--- config.mk ---
export PLATFORM = sky130hd
export DESIGN_NAME = vtdt_ram
export DESIGN_NICKNAME = d
export VERILOG_FILES = /design/src/rtl/core/vtdt_ram.sv
export SDC_FILE = /design/constraint.sdc
export NUM_CORES = 1
export LEC_CHECK = 0
export BUFFER_PORTS_ARGS = -buffer_cell sky130_fd_sc_hd__buf_4
export CAP_MARGIN = 20
export CORE_MARGIN = 2
export CORE_UTILIZATION = 55
export CTS_BUF_LIST = sky130_fd_sc_hd__clkbuf_2 sky130_fd_sc_hd__clkbuf_4 sky130_fd_sc_hd__clkbuf_8
export CTS_CLUSTER_SIZE = 24
export DETAILED_ROUTE_END_ITERATION = 6
export PLACE_DENSITY = 0.78
export SETUP_SLACK_MARGIN = 0.4
export SYNTH_ARGS = -nofsm -noshare
export SYNTH_HDL_FRONTEND = slang
export SYNTH_SLANG_ARGS = --single-unit
--- constraint.sdc ---
create_clock -name clk -period 4.21 [get_ports clk]
set_clock_uncertainty 0.2 [all_clocks]
set_input_delay 0.6315 -clock clk [delete_from_list [all_inputs] [get_ports clk]]
set_output_delay 0.6315 -clock clk [all_outputs]
set_load 0.02 [all_outputs]
--- src/rtl/core/vtdt_ram.sv ---
// Generic single-port RAM with registered read.
// Depends on nothing.
module vtdt_ram #(
  parameter int WIDTH = 8,
  parameter int DEPTH = 16
) (
  input  logic                     clk,
  input  logic                     we,
  input  logic [$clog2(DEPTH)-1:0] addr,
  input  logic [WIDTH-1:0]         wdata,
  output logic [WIDTH-1:0]         rdata
);

  logic [WIDTH-1:0] mem [DEPTH];

  always_ff @(posedge clk) begin
    if (we) begin
      mem[addr] <= wdata;
    end
    rdata <= mem[addr];
  end

endmodule

Yosys cells after proc, flatten, opt, wreduce, memory -nomap -nowiden:

Memories as Yosys holds them, arrays and structs flattened. A register that Yosys moved wholly into a read port is not among the register bits.
Index checks and enable logic that the tools add are counted.
W data, S select, Z words.

* memories kept: 1
* word-level logic and storage cells: 3
* register bits after elaboration: 0
* bits in writable memories: 128

Memory list
* mem: words 16, width 8, rd ports 1, clocked after Yosys merged registers in 1, write ports 1, line 14 `logic [WIDTH-1:0] mem [DEPTH];`

* muxes and demuxes: 2

Operators with widths (count)
* $mux W1: 2

Depth between registers and ports, before layout:

* depth in word-level cells: 2
* gate-level depth with buffers: 5
* mapped depth without buffers: 3

Least setup slack after synthesis:

Ideal clock, no wire load.

* path kind: input port to flip-flop
* from: in addr[2]
* to: mem mem[0][0] (enable)
* setup time: 0.383 ns
* required time: 3.627 ns
* arrival: 1.741 ns
* stages on the path: 2
* slack: 1.885 ns
* cell sequence: or3b_2 -> nor3_1

RTL lines
* start: declaration: line 9 `input logic [$clog2(DEPTH)-1:0] addr,`
* end: declaration: line 14

Straight into the memory's write port.

Worst setup path in the final report:

* from: in addr[0]
* to: mem mem[1][5] (enable)

Straight into the memory's write port.

==> metrics.cfg <==
[setup_path]
cp_max_fo=39
cp-start-kind=primary input
crit_required_ns=4.07
end_kind=register
rr_startpoint=mem[2][4]$_DFFE_PP_
cp-startpoint=addr[0]
crit_type=primary input to register
arrival_ns=2.09

[floorplan]
die_w_um=99.99
initial_core_util_pct=55.63
io_pins=22
rows=35
die_y_um=99.99
fp.coreArea_um2=9109
die_area_um2=9997

[yosys]
yosysTopAreaCell=edfxtp_1
synth-seq-cells=136
netlist-cell-type-count=18
synth_top_area_share_pct=75.85
syn_inst=230
ys_warn_count=0
syn_area_um2=5067
synth_fp_nets=244
synth.area.top_cells=edfxtp_1, mux4_2, dfxtp_1, a22oi_1, nor2_1
yosysSeqAreaShare_pct=79.01
synth_area_per_cell_um2=22.03

[clock_tree]
cts_resized=0
cts_buffer_depth=2
cts_tree=yes
cts_buffers=17
clock_latency_ns=0.44
htreeDepth=4
clk_transition_reported_paths_ns=0.07
cts-root-buf=clkbuf_8
hold_buffers=0
cts_setup_buffers=0
clkSinkCount=136

[pwr]
peakVddDrop_v=0.0003020
p_leak_nw=1.901
p_per_area_nw_per_um2=505.5

[placed_design]
place_area_um2=5311
portBuffers=21
hpwlAfterDp_um=5580
place.gp.congestion=0.7733
placedCellCount=352

[global_route]
antenna_found_initial=0
gr-usage-all-layers_pct=20.07
grt_start_max_net_pins=40
grt.overflow.total=0
grt_pass1_vias=2311
grt_pass1_wl_um=13680

[min_path]
min-delay-start=wdata[5]
hp-class=primary input to register

[detailed_routing]
dr.pass1.iters=4
wl_per_cell_um=24.02
drcViolationCount=0
wirelength_um=9296
via_count=2325
antenna_left=0
drt-initial-drc-count=213
viasPerCell=6.008

[timing]
max_freq_ghz=0.4481
timing.final.max_slew_violations=0
tightest_slew_ns=0.7826
rsz0062_at_grt=false
period_share_pct=53.01
period_needed_ns=2.232
setup_viol=0
relSlewSlack_pct=47.63
finalHoldViolations=0
fin_setup_tns_ns=0

[status]
status=finished clean

[run]
cap_violations=0

[final_layout]
design_area_um2=5808
drive_above_1_share_pct=31.88
final_nets=277
utilization_pct=63.76
layout_commonest_cell=edfxtp_1
regArea_um2=4004
multi_input_area_um2=1003
finalNonFillerCells=387
syn_to_final_growth_pct=14.62
diodes=0
fillCellCount=597
final_cell_mix=edfxtp_1, mux4_2, buf_4, clkbuf_8, a22oi_1

## cell usage after synthesis
| cell | number |
|---|---|
| edfxtp_1 | 128 |
| mux4_2 | 32 |
| a22oi_1 | 16 |
| nor2_1 | 13 |
| nand2_1 | 9 |
| dfxtp_1 | 8 |
| buf_1 | 4 |
| nor3_1 | 4 |
| buf_2 | 2 |
| buf_6 | 2 |
| clkbuf_1 | 2 |
| nand2b_1 | 2 |
| nand3b_1 | 2 |
| nor2b_1 | 2 |
| and2_1 | 1 |
| clkbuf_2 | 1 |
| nand3_1 | 1 |
| or3b_2 | 1 |
## final cells by class
class / instances / area share [%]
Timing Repair Buffer: 25 / 3.102
Clock inverter: 10 / 3.404
Multi-Input combinational cell: 83 / 17.28
Sequential cell: 136 / 68.94
Tap cell: 111 / 2.391
Clock buffer: 22 / 4.890
## stage by stage
| stage | setup WS (ns) | total power, mW | hold slack (ns) |
|---|---|---|---|
| 6_report | 1.978 | 2.936 | 0.3271 |
| 3_5_place_dp | 1.428 | 1.705 | 0.4743 |
| 3_3_place_gp | 1.503 | 1.699 | 0.4670 |
| 4_1_cts | 1.876 | 2.947 | 0.3131 |
| 2_1_floorplan | 1.885 | 1.638 | 0.4349 |
| 5_1_grt | 1.779 | 3.014 | 0.3238 |
## report_power, final
group          switching (mW)  leakage [nW]  internal (mW)
Sequential            0.00797          1.22           1.51
Combinational          0.0918         0.431         0.0629
Clock                   0.450         0.246          0.811
## sequential cells by signal (all words and copies together), names as in the netlist
signal / count
rdata: 8
mem: 128
## final timing paths
kind	to	slack, ns	cells past startpoint
worst max register to register	rdata[4]$_DFF_P_	2.61	3
worst min-delay path	mem[14][5]$_DFFE_PP_	0.33	1
worst min register to register	rdata[5]$_DFF_P_	0.50	3
worst max-delay path	mem[1][5]$_DFFE_PP_	1.98	3
## metal layers
metal	share of wire (%)	GRT usage [%]
met3	7.0	4.944
met1	40	28.38
met5	0	0
met2	50	30.35
met4	2.8	8.957
## logic make-up (layout without fill, tap and decap cells)
group,Yosys count,after routing,share of synthesized area (%)
buf+inv,11,57,1.185
simple gates,35,35,3.210
mux,32,32,14.22
flops,136,136,79.01
compound gates,16,16,2.370
## critical path, cell delays in order
cell and delay [ns]:
buf_4 0.54, nand2b_1 0.24, nor2_1 0.66
No activity file was read; power rests on OpenSTA's default activity.
