--- config.mk ---
export PLATFORM = sky130hd
export DESIGN_NAME = vtdt_probe
export DESIGN_NICKNAME = d
export VERILOG_FILES = /design/src/rtl/core/vtdt_pkg.sv /design/src/rtl/core/vtdt_probe.sv
export SDC_FILE = /design/constraint.sdc
export NUM_CORES = 1
export LEC_CHECK = 0
export ABC_AREA = 1
export BUFFER_PORTS_ARGS = -buffer_cell sky130_fd_sc_hd__buf_4
export CAP_MARGIN = 15
export CORE_MARGIN = 2
export CORE_UTILIZATION = 35
export CTS_BUF_LIST = sky130_fd_sc_hd__clkbuf_4
export CTS_CLUSTER_SIZE = 40
export DETAILED_ROUTE_END_ITERATION = 16
export PLACE_DENSITY = 0.68
export SLEW_MARGIN = 40
export SYNTH_ARGS = -nofsm -noshare
export SYNTH_HDL_FRONTEND = slang
export SYNTH_SLANG_ARGS = --single-unit
--- constraint.sdc ---
create_clock -name clk -period 1.6 [get_ports clk]
set_clock_uncertainty 0.05 [all_clocks]
set_input_delay 0.16 -clock clk [delete_from_list [all_inputs] [get_ports clk]]
set_output_delay 0.16 -clock clk [all_outputs]
set_load 0.005 [all_outputs]
--- src/rtl/core/vtdt_pkg.sv ---
// Package for the vertex triple dedup table.
// Holds default sizes, the sequencer state and command types and the probe control/status structs.
package vtdt_pkg;

  localparam int TABLE_ENTRIES_DEF = 4096;
  localparam int INDEX_BITS_DEF    = 24;
  localparam int VNUM_W            = 12;

  typedef enum logic [1:0] {
    S_SWEEP,
    S_IDLE,
    S_READ,
    S_CHECK
  } state_t;

  typedef enum logic {
    CMD_LOOKUP = 1'b0,
    CMD_CLEAR  = 1'b1
  } cmd_t;

  typedef struct packed {
    logic load;
    logic step;
  } probe_ctrl_t;

  typedef struct packed {
    logic occupied;
    logic hit;
  } probe_stat_t;

endpackage

--- src/rtl/core/vtdt_probe.sv ---
// Probe unit: holds the search key, hashes it to a home slot, walks the slot
// pointer and compares each slot read against the key. Depends on vtdt_pkg.
module vtdt_probe #(
  parameter int INDEX_BITS = vtdt_pkg::INDEX_BITS_DEF,
  parameter int SLOT_BITS  = 13
) (
  input  logic                      clk,
  input  vtdt_pkg::probe_ctrl_t     ctrl,
  input  logic [INDEX_BITS-1:0]     position_index,
  input  logic [INDEX_BITS-1:0]     normal_index,
  input  logic [INDEX_BITS-1:0]     texcoord_index,
  input  logic                      rd_valid,
  input  logic [3*INDEX_BITS-1:0]   rd_key,
  output logic [3*INDEX_BITS-1:0]   key,
  output logic [SLOT_BITS-1:0]      slot,
  output vtdt_pkg::probe_stat_t     stat
);

  localparam int KeyW = 3 * INDEX_BITS;

  logic [KeyW-1:0]      key_in;
  logic [SLOT_BITS-1:0] home;

  assign key_in = {texcoord_index, normal_index, position_index};

  // XOR-fold the whole key down to a slot number
  always_comb begin
    home = '0;
    for (int i = 0; i < KeyW; i++) begin
      home[i % SLOT_BITS] = home[i % SLOT_BITS] ^ key_in[i];
    end
  end

  always_ff @(posedge clk) begin
    if (ctrl.load) begin
      key  <= key_in;
      slot <= home;
    end else if (ctrl.step) begin
      slot <= slot + 1'b1;
    end
  end

  assign stat.occupied = rd_valid;
  assign stat.hit      = rd_valid && (rd_key == key);

endmodule

# Word level (Yosys, flattened, before mapping)
# Cells that the tools add are included.
# word_totals
ff_bits,85
inputBits,148
out_inout_bits,87
elab_cells,67
# classes
add_sub_neg,1
n_eq_ne,1
mux,2
bitwise,59
reduce_logical,2
# ops
operator,count
== test 72 bit,1
bitwise XOR 1 bit,59
2-to-1 mux 13 bit,2
"adder 13 x 1 -> 13 bit, second input constant",1
nonzero test 2 bit,1
logical AND 1 bit,1

# Depth between registers and ports, before layout
# Gate-level depths: netlist of the first run.
# depth
ltp_word,6
mapped_depth,10
ltp_nobuf,10

# Least setup slack after synthesis of the first run
# Ideal clock, no wire load.
# synth_path
path_kind,register to register
from,reg slot[0]
to,"reg slot[12], data pin"
setup_ps,258
t_arrival_ps,1198
required_time_ps,1292
slack_ps,94
path_stages_with_launch,9
synth_period_minus_slack_ps,1506
path_cell_list,edfxtp_1 > ha_1 > nand3_2 > nor2_4 > nand2_2 > nor2_2 > a21o_1 > nand3_1 > nand2_1
# synth_between
elab_chain_len,3
# synth_rtl
item,line,source
"start, declared",vtdt_probe.sv:15,"output logic [SLOT_BITS-1:0] slot,"
"start signal, assigned",vtdt_probe.sv:37,slot <= home;
"start signal, assigned",vtdt_probe.sv:39,slot <= slot + 1'b1;
adder 13 x 1 -> 13 bit,vtdt_probe.sv:39,
2-to-1 mux 13 bit,vtdt_probe.sv:38,end else if (ctrl.step) begin
2-to-1 mux 13 bit,vtdt_probe.sv:35,if (ctrl.load) begin
# Every way passes these cells. The select of a mux whose other input is x is not followed.
# A chain may end at the register's enable or synchronous reset.

==> results.json, run 1 <==
{
  "status": "finished, violations left",
  "violations": "negative setup slack",
  "critPathMaxFanout": 2,
  "cts_buffers": 9,
  "layout_setup_ws_ns": -0.498,
  "wl_um": 17700,
  "top_usage_layer": "met2",
  "grt_util_met2_pct": 42.5,
  "synth_ff_type": "edfxtp_1",
  "synth_edf_count": 85,
  "ys_seq_area_share_pct": 52.7,
  "pwr-share-comb_pct": 30.6,
  "core_area_um2": 13400,
  "required_ns": 1.39,
  "synth_top_cell_area_share_pct": 52.7,
  "arrival_ns": 1.89,
  "syn_nets": 715,
  "dp_hpwl_um": 13600,
  "yosysWarningCount": 0,
  "firstDrtPassIters": 4,
  "vias": 4784,
  "swShare_pct": 30.0,
  "critPathSlowestCell": "edfxtp_1",
  "synth_common_cells": "168 x nand2_1, 115 x inv_1, 85 x edfxtp_1, 48 x nor2_1, 40 x xnor2_1",
  "p_switching_w": 0.00181,
  "worstSetupStartpointType": "flop",
  "die-area_um2": 14800,
  "async_reset_ff_share_pct": 0,
  "synthTopCellsByArea": "edfxtp_1 53%, nand2_1 13%, inv_1 8.9%",
  "ir_drop_uv": 446,
  "post-place-ws_ns": -0.0444,
  "overflow": 0,
  "p_seq_share_pct": 47.8,
  "port_buffers": 234,
  "diodes": 0,
  "rsz0062_at_grt": "yes",
  "cellLeakagePower_nw": 3.96,
  "ys_ff_latch": 85,
  "vias_per_cell": 4.38,
  "die_h_um": 122,
  "grt_util_met3_pct": 4.54,
  "cts.sinks": 85,
  "critical_path_class": "reg2out",
  "finish.utilization_pct": 59.8,
  "period_needed_ns": 2.10,
  "worstMarginPinSlew_ns": 0.412,
  "maxSlewViolCount": 0,
  "num_io_pins": 235,
  "insertion_delay_ns": 0.46,
  "setup_viol": 1,
  "area_delta_synth_final_pct": 65.4,
  "clkPwrFrac_pct": 21.6,
  "track_usage_pct": 23.8,
  "cp_cell_sequence": "xnor2_1, nand2_1, nor3_2, nand2_1, nor2_1, nand2_1, nor2_2, buf_4",
  "power_density_nw_per_um2": 753,
  "worstHoldPathType": "in2reg",
  "grt.met1_usage_pct": 28.3,
  "ant_nets": 0,
  "cts_tree": "done",
  "htree_levels": 3,
  "clkTransAtPathRegs_ns": 0.14,
  "antenna_found_initial": 0,
  "synth.most_common_cell": "nand2_1",
  "setup_tns_ns": -0.498,
  "synth_cell_type_count": 27,
  "nNetsFinal": 1061,
  "end_kind": "output port",
  "synth_area_leader_cell": "edfxtp_1",
  "max_cap_viol_count": 0,
  "clockBufferDepth": 2,
  "grt_pass1_vias": 4697,
  "drc_errors": 0,
  "crit_family": "simple AND/OR/NAND/NOR gates",
  "die_w_um": 122,
  "grt_max_degree": 38,
  "path_buf_inv": 1,
  "final_layout_size_suffix_gt1_share_pct": 33.3,
  "wl_per_cell_um": 16.2,
  "rows": 42,
  "syn_avg_cell_area_um2": 8.56,
  "place_congestion": 0.899,
  "hold_ws_ns": 0.214,
  "hold_violations": 0,
  "netlist_area_um2": 4850,
  "fmax_mhz": 477,
  "drtIter0Drc": 254,
  "cts_root_buf": "clkbuf_4",
  "cpMostUsedCell": "nand2_1",
  "floorplan.initialDensity_pct": 36.2,
  "grt_pass1_wl_um": 25700,
  "min_period_over_period_pct": 131,
  "intPower_w": 0.00423,
  "relSlewSlack_pct": 72.3,
  "max_stage_delay_ns": 0.44,
  "syn_inst": 566
}
power by group through the flow:
stage	Combinational [W]	Sequential, W	Clock (W)
finish	0.00185	0.00288	0.00130
floorplan	0.000599	0.00292	0
CTS	0.00176	0.00289	0.00132
detailed placement	0.00159	0.00293	0
global route	0.00203	0.00291	0.00139
global placement	0.00158	0.00293	0
worst register-to-register path, delay by kind of cell (launching register included):
| family | cells | cell delay, ns |
|---|---|---|
| adders and majority gates | 1 | 0.24 |
| and+or+nand+nor | 7 | 0.62 |
| DFF | 1 | 0.43 |
kinds of logic after synthesis:
family	share of synthesized area [%]
xor+xnor	11.6
compound gates	5.37
flops	52.7
buf+inv	9.30
fa+ha+maj	0.258
simple gates	20.8
path summary, 6_finish.rpt:
path | start | endpoint | cells after the start | slack [ns]
worst max register to register | slot[1] | slot[12] | 8 | 0.02
worst max-delay path | key[34] | stat[0] | 8 | -0.50
worst min-delay path | ctrl[0] | slot[5] | 2 | 0.21
worst min register to register | slot[10] | slot[10] | 2 | 0.68
final cells by class:
class	instances	area (µm²)
Fill cell	1198	5390
Timing Repair Buffer	338	2770
Sequential cell	85	2550
Multi-Input combinational cell	362	1900
Inverter	116	435
Tap cell	176	220
Clock buffer	11	82.6
Clock inverter	5	51.3
layer usage:
layer,vias up,wire length [µm]
li1,2442,-
met1,2149,7020
met2,169,9170
met3,24,1140
met4,0,383
met5,-,0
flip-flops by register name, summed over array words and instances, names as in the netlist:
signal,count
key,72
slot,13
stage by stage:
stage	total power, W	area (µm²)	instances
3_5_place_dp	0.00452	6980	989
2_1_floorplan	0.00352	4850	566
3_3_place_gp	0.00450	6980	989
6_report	0.00604	8020	1093
4_1_cts	0.00596	7880	1080
5_1_grt	0.00634	8020	1093
what timing repair did:
action | in CTS | in global routing
resized for setup | 6 | 8
endpoints found under the hold margin | 77 | 0
pin swaps | 4 | 9
setup buffers | 2 | 13
hold buffers | 73 | 0
endpoints found under the setup margin | 1 | 5
placed cells by master, fill, tap and decap left out, types with 2 or more instances in the layout:
cell           instances
buf_4                261
nand2_1              168
inv_1                115
edfxtp_1              85
dlygate4sd3_1         73
nor2_1                46
xnor2_1               38
o21ai_0               35
xor2_1                24
nand3_1               12
clkbuf_4              11
or2_2                  5
nor2_4                 4
o22ai_1                4
buf_12                 4
nand3_2                3
nor2_2                 3
o21ai_1                3
a21oi_1                3
nand2_2                2
xnor2_2                2
clkinv_2               2
Note: power is estimated with default switching activity, not from simulation.
==> run 2, diff against run 1 <==
- CORE_MARGIN: 2 -> default
- RECOVER_POWER: default -> 100
==> results.json, run 2 (synthesis gave the netlist of run 1 again) <==
{
  "status": "finished, violations left",
  "violations": "negative setup slack",
  "diodes": 0,
  "vias": 4894,
  "port_buffers": 234,
  "ir_drop_uv": 437,
  "layout_setup_ws_ns": -0.490,
  "arrival_ns": 1.88,
  "die-area_um2": 14300,
  "vias_per_cell": 4.46,
  "fmax_mhz": 478,
  "htree_levels": 3,
  "hold_violations": 0,
  "rsz0062_at_grt": "yes",
  "area_delta_synth_final_pct": 58.7,
  "reg.largest.list": "key: 72 flops, slot: 13 flops",
  "cts_tree": "done",
  "cp_cell_sequence": "nand2_1, nand2_1, nor2_1, nand2_1, nor2_1, nand2_1, nor2_1, nand2_1, nor2_2, buf_4",
  "end_kind": "output port",
  "critPathSlowestCell": "edfxtp_1",
  "critPathMaxFanout": 3,
  "rows": 42,
  "track_usage_pct": 24.8,
  "die_w_um": 120,
  "die_h_um": 120,
  "antenna_found_initial": 0,
  "clockBufferDepth": 2,
  "firstDrtPassIters": 6,
  "post-place-ws_ns": -0.148,
  "cts_buffers": 9,
  "floorplan.initialDensity_pct": 36.3,
  "worstSetupStartpointType": "flop",
  "drc_errors": 0,
  "insertion_delay_ns": 0.46,
  "layout_common_cells": "167 x nand2_1, 115 x inv_1, 106 x buf_4",
  "cpMostUsedCell": "nand2_1",
  "place_congestion": 0.829,
  "grt_pass1_wl_um": 26000,
  "min_period_over_period_pct": 131,
  "worstMarginPinSlew_ns": 1.06,
  "overflow": 0,
  "period_needed_ns": 2.09,
  "drtIter0Drc": 311,
  "max_stage_delay_ns": 0.47,
  "required_ns": 1.39,
  "fillCellCount": 1309,
  "core_area_um2": 13300,
  "ant_nets": 0,
  "clkTransAtPathRegs_ns": 0.13,
  "dp_hpwl_um": 13700,
  "cellLeakagePower_nw": 3.65,
  "cts_root_buf": "clkbuf_4",
  "maxSlewViolCount": 0,
  "grt_pass1_vias": 4850,
  "final_layout_size_suffix_gt1_share_pct": 24.5,
  "final_common_cell": "nand2_1",
  "regMostFlops": "key",
  "worstHoldPathType": "in2reg",
  "grt_max_degree": 25,
  "max_cap_viol_count": 0,
  "nNetsFinal": 1066,
  "relSlewSlack_pct": 29.3,
  "power_density_nw_per_um2": 763,
  "setup_viol": 6,
  "num_io_pins": 235,
  "critical_path_class": "reg2out",
  "wl_um": 17600,
  "largest_reg_flops": 72,
  "power_w": 0.00587,
  "wl_per_cell_um": 16.1,
  "cts.sinks": 85
}
## run 2: layout make-up
type	instances	area, µm²	area share [%]
flip-flops and latches	85	2550	33.2
repair buffers	343	2450	31.9
multi-input cells	362	1900	24.8
inverters	116	435	5.66
well taps	176	220	2.86
clock buffers	12	90.1	1.17
clock inverters	3	37.5	0.488
## run 2: through the flow
step / setup TNS (ns) / util [%] / cell area, µm² / std cells / hold WS (ns)
global placement: -0.0630 / 52.5 / 7010 / 998 / 0.299
detailed placement: -0.148 / 52.5 / 7010 / 998 / 0.300
finish: -0.643 / 57.6 / 7690 / 1097 / 0.410
global route: -1.97 / 57.6 / 7690 / 1097 / 0.390
floorplan: 0 / - / 4850 / 566 / 0.209
CTS: -0.542 / 59.0 / 7870 / 1086 / 0.0317
## run 2: path summary, 6_finish.rpt
path,from,endpoint,slack [ns],depth (start not counted)
setup / recovery,key[37],stat[0],-0.49,10
hold / removal,texcoord_index[0],key[48],0.41,2
setup reg to reg,slot[0],slot[11],-0.07,10
hold reg to reg,slot[9],slot[9],0.61,2
## run 2: report_power, final
group,total (W),internal (W),switching (W)
Clock,0.00125,0.000513,0.000733
Sequential,0.00287,0.00271,0.000163
Combinational,0.00175,0.000909,0.000844
## run 2: timing repair
item / CTS / global route
pin swaps: 3 / 10
resized for setup: 2 / 20
hold endpoints to repair: 72 / 0
cloned: 0 / 0
hold buffers: 72 / 0
endpoints found under the setup margin: 1 / 5
buffers inserted: 1 / 12
## run 2: critical path, delay by kind of cell, from the launching register on
family,cells,cell delay (ns)
AND/OR/NAND/NOR,9,0.83
flip-flops,1,0.47
buffers and inverters,1,0.13
## run 2: routing by layer
metal  wire length [µm]  global-route usage [%]  vias to the layer above  part of all wire (%)
li1                   -                       -                     2452                     -
met1               7220                    30.6                     2236                    41
met2               8870                    43.2                      177                    50
met3               1110                    4.37                       29                   6.3
met4                439                    9.22                        0                   2.5
met5                  0                       0                        -                     0
==> run 3, diff against run 2 <==
- RECOVER_POWER: 100 -> default
==> results.json, run 3 (synthesis gave the netlist of run 1 again) <==
{
  "required_ns": 1.39,
  "worstHoldPathType": "in2reg",
  "worstSetupStartpointType": "flop",
  "vias": 4893,
  "grt_max_degree": 25,
  "arrival_ns": 1.89,
  "pwr-share-comb_pct": 31.4,
  "insertion_delay_ns": 0.45,
  "die_h_um": 120,
  "antenna_found_initial": 0,
  "die-area_um2": 14300,
  "layout_common_cells": "266 x buf_4, 167 x nand2_1, 115 x inv_1",
  "cpMostUsedCell": "nand2_1",
  "placed_cell_area_um2": 7010,
  "cts_root_buf": "clkbuf_4",
  "wl_um": 17800,
  "floorplan.initialDensity_pct": 36.3,
  "intPower_w": 0.00426,
  "htree_levels": 3,
  "r2r_end": "slot[12]",
  "violations": "negative setup slack",
  "clkTransAtPathRegs_ns": 0.13,
  "place_congestion": 0.829,
  "diodes": 0,
  "hold_start": "ctrl[1]",
  "rows": 42,
  "clkPwrFrac_pct": 20.9,
  "max_stage_delay_ns": 0.46,
  "num_io_pins": 235,
  "grt_pass1_vias": 4850,
  "cts.sinks": 85,
  "maxSlewViolCount": 0,
  "final_cell_area_um2": 8040,
  "status": "finished, violations left",
  "power_density_nw_per_um2": 751,
  "rsz0062_at_grt": "yes",
  "cellLeakagePower_nw": 3.97,
  "period_needed_ns": 2.10,
  "firstDrtPassIters": 4,
  "port_buffers": 234,
  "critPathSlowestCell": "edfxtp_1",
  "fmax_mhz": 476,
  "wl_per_cell_um": 16.2,
  "nNetsFinal": 1066,
  "p_switching_w": 0.00177,
  "track_usage_pct": 24.8,
  "die_w_um": 120,
  "relSlewSlack_pct": 74.2,
  "cts_tree": "done",
  "swShare_pct": 29.4,
  "regMostFlops": "key",
  "critical_path_class": "reg2out",
  "drtIter0Drc": 321,
  "register_area_um2": 2550,
  "worstMarginPinSlew_ns": 0.385,
  "vias_per_cell": 4.46,
  "hold_violations": 0,
  "drc_errors": 0,
  "final_layout_size_suffix_gt1_share_pct": 33.9,
  "setup_viol": 2,
  "layout_setup_ws_ns": -0.500,
  "largest_reg_flops": 72,
  "end_kind": "output port",
  "fillCellCount": 1200,
  "hold_ws_ns": 0.0638,
  "post-place-ws_ns": -0.148,
  "ant_nets": 0,
  "multi_input_area_um2": 1920,
  "dp_hpwl_um": 13700,
  "hold_path_end": "key[18]",
  "cts_buffers": 9,
  "ir_drop_uv": 456,
  "grt_pass1_wl_um": 26000,
  "overflow": 0,
  "cp_cell_sequence": "nand2_1, nand2_1, nor2_1, nand2_1, nor2_1, nand2_1, nor2_1, nand2_1, nor2_2, buf_4",
  "ff2ff_setup_slack_ns": 0,
  "worstReg2RegStart": "slot[1]",
  "area_delta_synth_final_pct": 65.9,
  "worst-r2r-cell-count": 8,
  "p_seq_share_pct": 47.6,
  "critPathMaxFanout": 3,
  "hold_depth": 1,
  "core_area_um2": 13300,
  "final_common_cell": "buf_4",
  "clockBufferDepth": 2,
  "min_period_over_period_pct": 131,
  "reg.largest.list": "key: 72 flops, slot: 13 flops",
  "max_cap_viol_count": 0
}
## run 3: cell count changes in the layout (fill, tap and decap cells not counted), moves of 2 or more
cell and delta:
buf_4 +160, clkbuf_1 -83, clkbuf_4 -75, buf_2 -2
## run 3: layout make-up
class                           instances  share of cell area, %
Multi-Input combinational cell        362                   23.9
Clock buffer                           12                   1.12
Clock inverter                          3                  0.467
Tap cell                              176                   2.74
Timing Repair Buffer                  343                   34.6
Inverter                              116                   5.42
Sequential cell                        85                   31.8
## run 3: layer usage
| layer | global-route usage (%) | routed length [µm] | up-vias |
|---|---|---|---|
| li1 | - | - | 2446 |
| met1 | 30.6 | 7380 | 2238 |
| met2 | 43.2 | 8930 | 180 |
| met3 | 4.37 | 1010 | 29 |
| met4 | 9.22 | 445 | 0 |
| met5 | 0 | 0 | - |
## run 3: through the flow
step                setup TNS, ns  util [%]  total power (W)  std cells
CTS                        -0.542      59.0          0.00593       1086
detailed placement         -0.148      52.5          0.00454        998
floorplan                       0         -          0.00352        566
global placement          -0.0630      52.5          0.00451        998
global route               -0.930      60.2          0.00633       1097
finish                     -0.503      60.2          0.00603       1097
## run 3: power by group through the flow
stage | clock (W) | sequential, W | combinational, W
after floorplan | 0 | 0.00292 | 0.000599
after global placement | 0 | 0.00292 | 0.00160
after detailed placement | 0 | 0.00293 | 0.00161
after CTS | 0.00128 | 0.00288 | 0.00177
after global routing | 0.00135 | 0.00290 | 0.00208
final | 0.00126 | 0.00288 | 0.00190
## run 3: how the worst max path moves through the flow
| stage | slack [ns] | endpoint | startpoint |
|---|---|---|---|
| 6_report | -0.50 | stat[0] | key[59] |
| 5_1_grt | -0.65 | stat[0] | key[37] |
| 4_1_cts | -0.54 | stat[0] | key[37] |
| 3_5_place_dp | -0.15 | stat[0] | key[64] |
| 3_3_place_gp | -0.06 | stat[0] | key[34] |
| 2_1_floorplan | 0.09 | slot[12] | slot[0] |
## run 3: timing repair
item                                   CTS  global route
setup endpoints to repair                1             5
buffers inserted                         1            12
pin swaps                                3            10
gates resized for setup                  2            20
hold buffers                            72             0
endpoints found under the hold margin   72             0
## run 3: critical path: cells and delay by family (launching register included)
family,cells,cell delay [ns]
buffers and inverters,1,0.13
and+or+nand+nor,9,0.86
DFF,1,0.46
